## src/design/tcc_pkg.sv

```systemverilog
// Shared types, constants and helper functions for the congestion control engine.
`timescale 1ns / 1ps
package tcc_pkg;

    localparam int RING_DEPTH = 64;
    localparam int RING_AW    = $clog2(RING_DEPTH);
    localparam int RING_CW    = $clog2(RING_DEPTH + 1);
    localparam int BURST_MAX  = 64;
    localparam int BURST_CW   = $clog2(BURST_MAX + 1);

    localparam logic [1:0] KIND_DATA = 2'd0;
    localparam logic [1:0] KIND_RETX = 2'd1;
    localparam logic [1:0] KIND_END  = 2'd2;
    localparam logic [1:0] KIND_STAT = 2'd3;

    localparam logic [1:0] PH_IDLE = 2'd0;
    localparam logic [1:0] PH_SS   = 2'd1;
    localparam logic [1:0] PH_CA   = 2'd2;
    localparam logic [1:0] PH_FR   = 2'd3;

    localparam logic [2:0] REG_MSS     = 3'd0;
    localparam logic [2:0] REG_PAYLOAD = 3'd1;
    localparam logic [2:0] REG_STEP    = 3'd2;
    localparam logic [2:0] REG_FILELEN = 3'd3;
    localparam logic [2:0] REG_TOMULT  = 3'd4;
    localparam logic [2:0] REG_SSTHR   = 3'd5;

    localparam logic [39:0] RTT_RESET = 40'd1000000;

    typedef struct packed {
        logic        command;
        logic [31:0] ack_seq;
        logic [39:0] now_us;
    } t_in_item;

    typedef struct packed {
        logic [1:0]  kind;
        logic [31:0] seq_begin;
        logic [31:0] seq_end;
        logic [31:0] payload_offset;
        logic [10:0] payload_length;
        logic [1:0]  phase;
        logic [31:0] window_bytes;
        logic [31:0] threshold_bytes;
        logic [31:0] outstanding_bytes;
        logic        last;
    } t_out_item;

    typedef struct packed {
        logic        start;
        logic [31:0] dividend;
        logic [31:0] divisor;
    } t_div_req;

    typedef struct packed {
        logic        done;
        logic [31:0] quo;
        logic [31:0] rem;
    } t_div_rsp;

    function automatic logic [31:0] offset_of(input logic [31:0] seq);
        return (seq == 32'd1) ? 32'd0 : seq - 32'd2;
    endfunction

    function automatic logic [10:0] bytes_at(input logic [31:0] seq,
                                             input logic [31:0] flen,
                                             input logic [10:0] pbytes);
        logic [31:0] off;
        logic [31:0] remain;
        off    = offset_of(seq);
        remain = flen - off;
        if (off >= flen) return 11'd0;
        if (remain < {21'd0, pbytes}) return remain[10:0];
        return pbytes;
    endfunction

    function automatic logic [31:0] sat_add(input logic [31:0] a, input logic [31:0] b);
        logic [32:0] s;
        s = {1'b0, a} + {1'b0, b};
        return s[32] ? 32'hFFFF_FFFF : s[31:0];
    endfunction

endpackage

```

## src/design/tcc_div.sv

```systemverilog
// Radix-2 restoring divider, one quotient bit per cycle.
`timescale 1ns / 1ps
module tcc_div (
    input  logic              i_clk,
    input  logic              i_rst_n,
    input  tcc_pkg::t_div_req i_req,
    output tcc_pkg::t_div_rsp o_rsp
);
    import tcc_pkg::*;

    logic [31:0] r_rem, r_quo, r_den;
    logic [5:0]  r_cnt;
    logic        r_busy, r_done;
    logic [32:0] sh;
    logic [32:0] diff;
    logic        qbit;

    assign sh   = {r_rem, r_quo[31]};
    assign diff = sh - {1'b0, r_den};
    assign qbit = (sh >= {1'b0, r_den});

    always_ff @(posedge i_clk) begin
        if (!i_rst_n) begin
            r_busy <= 1'b0;
            r_done <= 1'b0;
            r_cnt  <= '0;
        end else begin
            r_done <= 1'b0;
            if (i_req.start) begin
                r_busy <= 1'b1;
                r_cnt  <= '0;
                r_rem  <= '0;
                r_quo  <= i_req.dividend;
                r_den  <= i_req.divisor;
            end else if (r_busy) begin
                // shift in one dividend bit, subtract when it fits
                r_rem <= qbit ? diff[31:0] : sh[31:0];
                r_quo <= {r_quo[30:0], qbit};
                r_cnt <= r_cnt + 6'd1;
                if (r_cnt == 6'd31) begin
                    r_busy <= 1'b0;
                    r_done <= 1'b1;
                end
            end
        end
    end

    assign o_rsp.done = r_done;
    assign o_rsp.quo  = r_quo;
    assign o_rsp.rem  = r_rem;
endmodule

```

## config.mk

```make
export PLATFORM = sky130hd
export DESIGN_NAME = tcc_div
export DESIGN_NICKNAME = d
export VERILOG_FILES = /design/src/design/tcc_pkg.sv /design/src/design/tcc_div.sv
export SDC_FILE = /design/constraint.sdc
export NUM_CORES = 1
export LEC_CHECK = 0
export ABC_CLOCK_PERIOD_IN_PS = 2900
export BUFFER_PORTS_ARGS = -buffer_cell sky130_fd_sc_hd__buf_4
export CAP_MARGIN = 25
export CORE_MARGIN = 3
export CORE_UTILIZATION = 38
export CTS_CLUSTER_DIAMETER = 120
export DETAILED_ROUTE_END_ITERATION = 10
export GPL_TIMING_DRIVEN = 0
export PLACE_DENSITY = 0.72
export SYNTH_ARGS = -nofsm -noshare
export SYNTH_HDL_FRONTEND = slang
export SYNTH_SLANG_ARGS = --single-unit
```

## constraint.sdc

```tcl
create_clock -name i_clk -period 2.9 [get_ports i_clk]
set_clock_uncertainty 0.15 [all_clocks]
set_input_delay 0.435 -clock i_clk [delete_from_list [all_inputs] [get_ports i_clk]]
set_output_delay 0.435 -clock i_clk [all_outputs]
set_load 0.02 [all_outputs]
```

==> flow_summary.toml, run 1 <==
[power_and_ir_drop]
comb_power_share = 0.335
intPower_mw = 3.12
pwr-share-clk = 0.255
seq_power_share = 0.410
switchingPower_mw = 1.46
p_per_area_nw_per_um2 = 570
leakagePower_nw = 3.30
p_sw_frac = 0.319
ir_drop_mv = 0.359

[place]
gp_congestion = 0.881
hpwl_um = 10800
dpl.cell_count = 861
placed_area_um2 = 7360
port_buffers = 130

[synth]
syn_area_per_cell_um2 = 11.5
synth_area_leaders = "edfxtp_1 (48%), ha_1 (6.9%), mux2_2 (5.8%), mux2i_1 (5.0%), nor2_1 (2.9%)"
synth_xor_area_frac = 0.0482
synth_compound_area_frac = 0.114
synth_edf_count = 96
ys_seq_elements = 104
synth_top_family_by_area = "compound AO/OA/AOI/OAI gates"
synth-simple-area-share = 0.0998
syn_area_um2 = 5990
yosysTopAreaCellShare = 0.481
yosysUniqueCellTypes = 56
synth_adder_area_share = 0.0723
synthArstFlopShare = 0
synth_area_leader_cell = "edfxtp_1"
synth-main-ff-cell = "edfxtp_1"
muxShareOfSynthArea = 0.108
yosysWarnings = 0
syn_inst = 520
synth.most_common_cell = "edfxtp_1"
ys_seq_area_frac = 0.508
yosys-top-cells-count = "edfxtp_1 (96), nor2_1 (46), inv_1 (40)"
synth_nets = 621

[sta]
maxSlewHeadroom = 0.369
worst_slack_ns = -0.144
worst_slew_pin_slew_ns = 0.946
grt_setup_unrepaired = "yes"
fin_tns_setup_ns = -3.30
hold_viol_final = 0
fin_hold_ws_ns = 0.0940
fin_crit_ns = 3.04
setup_viol = 33
drv_slew = 0
post-route-period-util = 1.05
max_freq_mhz = 329

[final_layout]
area_growth_pct = 34.0
fin_area_um2 = 8030
num-nets-final = 786
drive_above_1_share = 0.370
instances_no_fill = 901
antennaDiodeCount = 0
fill_cells = 1369

[global_routing]
grt_antenna_before_repair = 0
grt_first_pass_wirelength_um = 24200
grt_start_max_net_pins = 66
grt.overflow.total = 0
grt_pass1_vias = 4728
grt_usage = 0.174

[routing]
drc = 0
vias_per_cell = 5.11
vias = 4607
dr.pass1.iters = 5
wirelength_um = 15200
final_antenna_net_count = 0
wl_per_cell_um = 16.8
drt_iter0_markers = 281

[worst_setup_path]
worstSetupEndpointType = "flip-flop"
path_buf_inv = 3
slowest_delay_ns = 0.41
critical_path_required_ns = 2.85
cp_max_fo = 10
cpMaxStageDelayCell = "edfxtp_1"
path_class = "reg2reg"
critical_path.top_delay_family = "compound AO/OA/AOI/OAI gates"
cp_common_cell = "buf_6"
path_cells = "ha_1, buf_6, nand2_2, o221a_4, a211o_1, o21a_1, o21ai_2, a41oi_2, buf_6, buf_12, mux2i_1, nor2_1"
arrival_ns = 2.99
start_kind = "flip-flop"

[cts]
cts_made_buffers = 9
clk_latency_ns = 0.36
cts_max_level = 3
cts-root-to-sink-buffers = 2
path_clk_slew_ns = 0.07
cts_num_sinks = 104
ctsRootBufferMaster = "clkbuf_16"
cts_tree = "built"

[floorplan]
die_area_um2 = 17300
fp.dieH_um = 132
rows = 45
die_w_um = 132
start_util = 0.391
io_pins = 132
core_um2 = 15300

[run_status]
status = "complete, but fails checks"
violations = "setup timing"

[worst_hold_path]
hp-class = "in2reg"

[flow_run]
cap_violations = 0
[registers in the layout, summed over array words and instances (netlist names)]
| signal | cells |
|---|---|
| r_busy | 1 |
| r_cnt | 6 |
| r_den | 32 |
| r_done | 1 |
| r_quo | 32 |
| r_rem | 32 |
[area by class of cell]
class	instances	area (µm²)	area share
Multi-Input combinational cell	353	2960	0.368
Sequential cell	104	3040	0.379
Tap cell	211	264	0.0329
Clock buffer	10	229	0.0285
Buffer	20	144	0.0179
Clock inverter	6	41.3	0.00514
Inverter	40	150	0.0187
Timing Repair Buffer	157	1200	0.150
[power groups by stage]
stage / Combinational (mW) / Clock (mW) / Sequential [mW]
after floorplan: 0.867 / 0 / 1.98
after global placement: 1.32 / 0 / 1.90
after detailed placement: 1.35 / 0 / 1.91
after CTS: 1.48 / 1.19 / 1.88
after global routing: 1.67 / 1.25 / 1.89
final: 1.53 / 1.16 / 1.88
[path summary, 6_finish.rpt]
path / from / end / slack (ns) / cells after the start
max: r_rem[11] / r_rem[15] / -0.14 / 12
min: i_req[24] / r_den[24] / 0.09 / 1
max reg2reg: r_rem[11] / r_rem[15] / -0.14 / 12
min reg2reg: r_cnt[5] / r_done / 0.33 / 1
[through the flow]
step	setup slack, ns	power [mW]	utilization
2_1_floorplan	-0.0800	2.85	-
3_3_place_gp	-0.368	3.22	0.480
3_5_place_dp	-0.359	3.26	0.481
4_1_cts	-0.139	4.55	0.518
5_1_grt	-0.295	4.81	0.524
6_report	-0.144	4.58	0.524
[per-layer routing]
layer | up-vias | wire length (µm) | global-route usage
met5 | - | 0 | 0
met4 | 0 | 231 | 0.0537
met3 | 19 | 1240 | 0.0628
met2 | 165 | 7350 | 0.295
met1 | 2197 | 6350 | 0.207
li1 | 2226 | - | -
[kinds of logic (layout without fill, tap and decap cells)]
group,after synthesis,in the layout
xor gates and xnor gates,33,33
AOI/OAI and AO/OA,101,101
and+or+nand+nor,124,124
muxes,61,61
buffers and inverters,63,233
DFF,104,104
adders and majority gates,34,34
[timing repair]
action                                 in CTS  in global routing
hold buffers                                0                  0
cloned                                      1                  0
setup endpoints to repair                  33                 33
endpoints found under the hold margin       0                  0
pin swaps                                  10                  7
buffers inserted                           21                  5
resized for setup                          26                 11
[cell usage in the layout, fill, tap and decap left out, drive strengths merged, types with 3 or more instances in the layout]
cell | synthesis | final
buf | 11 | 166
edfxtp | 96 | 96
nor2 | 46 | 46
inv | 40 | 42
ha | 33 | 33
a21oi | 32 | 32
mux2 | 31 | 31
mux2i | 30 | 30
nand2 | 28 | 28
clkbuf | 12 | 21
xnor2 | 17 | 17
xor2 | 16 | 16
o21ai | 14 | 14
a21o | 13 | 13
nand4 | 10 | 10
nor2b | 9 | 9
nand2b | 8 | 8
dfxtp | 8 | 8
a211oi | 8 | 8
o21a | 6 | 6
nand3 | 5 | 5
a31oi | 4 | 4
o21bai | 4 | 4
nor4 | 4 | 4
o31ai | 3 | 3
No activity file was read; power rests on OpenSTA's default activity.
==> run 2, diff against run 1 <==
--- a/config.mk
+++ b/config.mk
@@ -13,6 +13,7 @@
 export CTS_CLUSTER_DIAMETER = 120
 export DETAILED_ROUTE_END_ITERATION = 10
 export GPL_TIMING_DRIVEN = 0
+export MAX_ROUTING_LAYER = met4
 export PLACE_DENSITY = 0.72
 export SYNTH_ARGS = -nofsm -noshare
 export SYNTH_HDL_FRONTEND = slang
==> flow_summary.toml, run 2 (same netlist as run 1, synthesis figures left out) <==
[run_status]
status = "complete, but fails checks"
violations = "setup timing"

[global_routing]
grt.overflow.total = 0
grt_pass1_vias = 4735
grt_start_max_net_pins = 66
grt_usage = 0.179
grt_antenna_before_repair = 0
grt_first_pass_wirelength_um = 24200

[routing]
final_antenna_net_count = 0
vias = 4621
drt_iter0_markers = 287
drc = 0
dr.pass1.iters = 5
vias_per_cell = 5.15
wirelength_um = 15300
wl_per_cell_um = 17.0

[power_and_ir_drop]
seq_power_share = 0.410
leakagePower_nw = 3.29
p_sw_frac = 0.318
ir_drop_mv = 0.363
intPower_mw = 3.12
p_per_area_nw_per_um2 = 571
finalPower_mw = 4.57
switchingPower_mw = 1.46
pwr-share-clk = 0.254
comb_power_share = 0.335

[cts]
path_clk_slew_ns = 0.07
ctsRootBufferMaster = "clkbuf_16"
clk_latency_ns = 0.37
cts_tree = "built"
cts_made_buffers = 9
cts_max_level = 3
cts_num_sinks = 104
cts-root-to-sink-buffers = 2

[final_layout]
num-nets-final = 783
reg_top3 = "r_den: 32 flops, r_quo: 32 flops, r_rem: 32 flops"
drive_above_1_share = 0.365
final_util = 0.523
regArea_um2 = 3040
final_common_cell = "buf_4"
layout_common_cells = "buf_4 (152), edfxtp_1 (96), nor2_1 (46), inv_1 (40), mux2_2 (31)"
fill_cells = 1369
area_growth_pct = 33.6
antennaDiodeCount = 0
multi_input_area_um2 = 2940

[worst_setup_path]
cpMaxStageDelayCell = "edfxtp_1"
r2r_cells = 12
cp_common_cell = "buf_6"
arrival_ns = 3.00
cp_num_cells = 12
path_cells = "ha_1, buf_6, nand2_2, o221a_4, a211o_1, o21a_1, o21ai_2, a41oi_2, buf_6, buf_12, mux2i_1, nor2_1"
critical_path_required_ns = 2.84
cp_max_fo = 9
slowest_delay_ns = 0.41
start_kind = "flip-flop"
path_class = "reg2reg"
path_buf_inv = 3
critical_path.top_delay_family = "compound AO/OA/AOI/OAI gates"
worstSetupEndpointType = "flip-flop"

[floorplan]
io_pins = 132
core_um2 = 15300
fp.dieH_um = 132
die_area_um2 = 17300
start_util = 0.391
die_w_um = 132
rows = 45

[sta]
post-route-period-util = 1.06
maxSlewHeadroom = 0.366
setup_viol = 33
worst_slack_ns = -0.167
drv_slew = 0
grt_setup_unrepaired = "yes"
hold_viol_final = 0
fin_hold_ws_ns = 0.0925
worst_slew_pin_slew_ns = 0.952
fin_tns_setup_ns = -4.30
max_freq_mhz = 326
fin_crit_ns = 3.07

[worst_hold_path]
hold-path-cell-count = 1
hp-class = "in2reg"

[flow_run]
cap_violations = 0

[place]
gp_congestion = 0.895
hpwl_um = 10800
port_buffers = 130
[run 2: per-stage QoR]
stage | area, µm² | setup WS (ns) | instances
floorplan | 6110 | -0.0800 | 520
global placement | 7350 | -0.368 | 861
detailed placement | 7360 | -0.359 | 861
CTS | 7930 | -0.139 | 897
global route | 8010 | -0.318 | 898
finish | 8010 | -0.167 | 898
[run 2: cell type report]
class / count / share of cell area
clock buffers: 10 / 0.0286
repair buffers: 154 / 0.150
multi-input cells: 353 / 0.367
flip-flops and latches: 104 / 0.380
clock inverters: 6 / 0.00516
inverters: 40 / 0.0188
well taps: 211 / 0.0330
plain buffers: 20 / 0.0180
[run 2: routing by layer]
metal  global-route usage  part of all wire  vias up
met5                    -                 0        -
met4               0.0508             0.016        0
met3               0.0528             0.068       25
met2                0.295              0.49      173
met1                0.214              0.43     2199
li1                     -                 -     2224
[run 2: final timing paths]
check             from         to  slack, ns
max reg2reg  r_rem[11]  r_rem[12]      -0.17
max          r_rem[11]  r_rem[12]      -0.17
min reg2reg   r_cnt[5]     r_done       0.33
min           i_req[3]   r_den[3]       0.09
[run 2: what timing repair did]
action	in CTS	in global routing
hold buffers	0	0
endpoints found under the setup margin	33	33
buffers inserted	21	1
gates resized for setup	26	9
cloned	1	1
pin swaps	10	3
[run 2: power by group through the flow]
stage               Sequential [mW]  Combinational (mW)  Clock, mW
detailed placement             1.91                1.35          0
global placement               1.90                1.32          0
floorplan                      1.98               0.867          0
global route                   1.89                1.67       1.25
finish                         1.88                1.53       1.16
CTS                            1.88                1.48       1.19
==> run 3, diff against run 2 <==
--- a/config.mk
+++ b/config.mk
@@ -8,13 +8,14 @@
 export ABC_CLOCK_PERIOD_IN_PS = 2900
 export BUFFER_PORTS_ARGS = -buffer_cell sky130_fd_sc_hd__buf_4
 export CAP_MARGIN = 25
+export CORE_ASPECT_RATIO = 0.8
 export CORE_MARGIN = 3
 export CORE_UTILIZATION = 38
 export CTS_CLUSTER_DIAMETER = 120
 export DETAILED_ROUTE_END_ITERATION = 10
 export GPL_TIMING_DRIVEN = 0
-export MAX_ROUTING_LAYER = met4
 export PLACE_DENSITY = 0.72
+export SKIP_CTS_REPAIR_TIMING = 1
 export SYNTH_ARGS = -nofsm -noshare
 export SYNTH_HDL_FRONTEND = slang
 export SYNTH_SLANG_ARGS = --single-unit
==> flow_summary.toml, run 3 (same netlist as run 1, synthesis figures left out) <==
[routing]
drc = 0
wirelength_um = 14800
vias = 4538
dr.pass1.iters = 5
drt_iter0_markers = 179
final_antenna_net_count = 0
vias_per_cell = 5.09
wl_per_cell_um = 16.6

[power_and_ir_drop]
pwr-share-clk = 0.277
switchingPower_mw = 1.47
comb_power_share = 0.315
intPower_mw = 3.12
p_sw_frac = 0.321
seq_power_share = 0.407
p_per_area_nw_per_um2 = 582
leakagePower_nw = 3.27
finalPower_mw = 4.60
ir_drop_mv = 0.310

[final_layout]
fill_cells = 1361
layout_common_cells = "buf_4 (147), edfxtp_1 (96), nor2_1 (46), inv_1 (40), mux2_2 (31)"
num-nets-final = 778
area_growth_pct = 31.8
antennaDiodeCount = 0
reg_top3 = "r_den: 32 flops, r_quo: 32 flops, r_rem: 32 flops"
final_common_cell = "buf_4"
instances_no_fill = 892
final_util = 0.519
drive_above_1_share = 0.348
fin_area_um2 = 7890

[run_status]
violations = "setup timing"
status = "complete, but fails checks"

[sta]
grt_setup_unrepaired = "yes"
drv_slew = 0
post-route-period-util = 1.08
max_freq_mhz = 320
fin_hold_ws_ns = 0.0900
fin_tns_setup_ns = -6.34
worst_slack_ns = -0.226
maxSlewHeadroom = 0.355
setup_viol = 33
fin_crit_ns = 3.13
worst_slew_pin_slew_ns = 0.968
hold_viol_final = 0

[cts]
ctsRootBufferMaster = "clkbuf_16"
cts_max_level = 3
cts_tree = "built"
cts_num_sinks = 104
cts_made_buffers = 9
cts-root-to-sink-buffers = 2
path_clk_slew_ns = 0.08
clk_latency_ns = 0.37

[global_routing]
grt_first_pass_wirelength_um = 23500
grt_start_max_net_pins = 66
grt_usage = 0.168
grt_pass1_vias = 4585
grt.overflow.total = 0
grt_antenna_before_repair = 0

[worst_setup_path]
critical_path_required_ns = 2.85
cp_common_cell = "buf_6"
cp_max_fo = 9
arrival_ns = 3.07
worstSetupEndpointType = "flip-flop"
path_cells = "ha_1, buf_6, nand4_4, a211oi_2, o21ai_2, a211o_1, o21a_4, o21ai_4, a41oi_2, buf_6, clkbuf_16, mux2i_1, nor2_1"
slowest_delay_ns = 0.42
critical_path.top_delay_family = "compound AO/OA/AOI/OAI gates"
start_kind = "flip-flop"
path_class = "reg2reg"
cpMaxStageDelayCell = "edfxtp_1"
path_buf_inv = 3

[place]
dpl.cell_count = 860
placed_area_um2 = 7360
pre_cts_slack_ns = -0.342
port_buffers = 130
hpwl_um = 10900
gp_congestion = 0.871

[floorplan]
fp.dieH_um = 118
core_um2 = 15200
start_util = 0.394
die_w_um = 146
die_area_um2 = 17300
rows = 40
io_pins = 132

[flow_run]
cap_violations = 0

[worst_hold_path]
hp-class = "in2reg"
-- run 3: cell type report --
cell class	count	area [µm²]	area share
clock buffers	10	239	0.0303
clock inverters	6	70.1	0.00888
well taps	210	263	0.0333
plain buffers	22	148	0.0187
repair buffers	147	1120	0.142
flip-flops and latches	104	3040	0.385
multi-input cells	353	2860	0.362
inverters	40	150	0.0190
-- run 3: final timing paths --
kind | from | endpoint | slack (ns) | cells after the start
max | r_rem[9] | r_rem[17] | -0.23 | 13
min | i_req[21] | r_den[21] | 0.09 | 1
max reg2reg | r_rem[9] | r_rem[17] | -0.23 | 13
min reg2reg | r_cnt[5] | r_done | 0.33 | 1
-- run 3: worst register-to-register path, cell delays in order, from the launching register on --
cell,delay [ns]
edfxtp_1,0.42
ha_1,0.32
buf_6,0.13
nand4_4,0.09
a211oi_2,0.24
o21ai_2,0.12
a211o_1,0.31
o21a_4,0.23
o21ai_4,0.16
a41oi_2,0.14
buf_6,0.19
clkbuf_16,0.17
mux2i_1,0.15
nor2_1,0.06
-- run 3: power groups by stage --
stage / combinational (mW) / clock (mW) / sequential (mW)
after floorplan: 0.867 / 0 / 1.98
after global placement: 1.32 / 0 / 1.90
after detailed placement: 1.34 / 0 / 1.91
after CTS: 1.35 / 1.32 / 1.87
after global routing: 1.58 / 1.38 / 1.89
final: 1.45 / 1.28 / 1.87
-- run 3: routing by layer --
layer  vias up  track usage  routed length, µm
met4         0       0.0494                105
met2       151        0.269               6930
li1       2215            -                  -
met1      2162        0.209               6500
met3        10       0.0705               1280
met5         -            0                  0
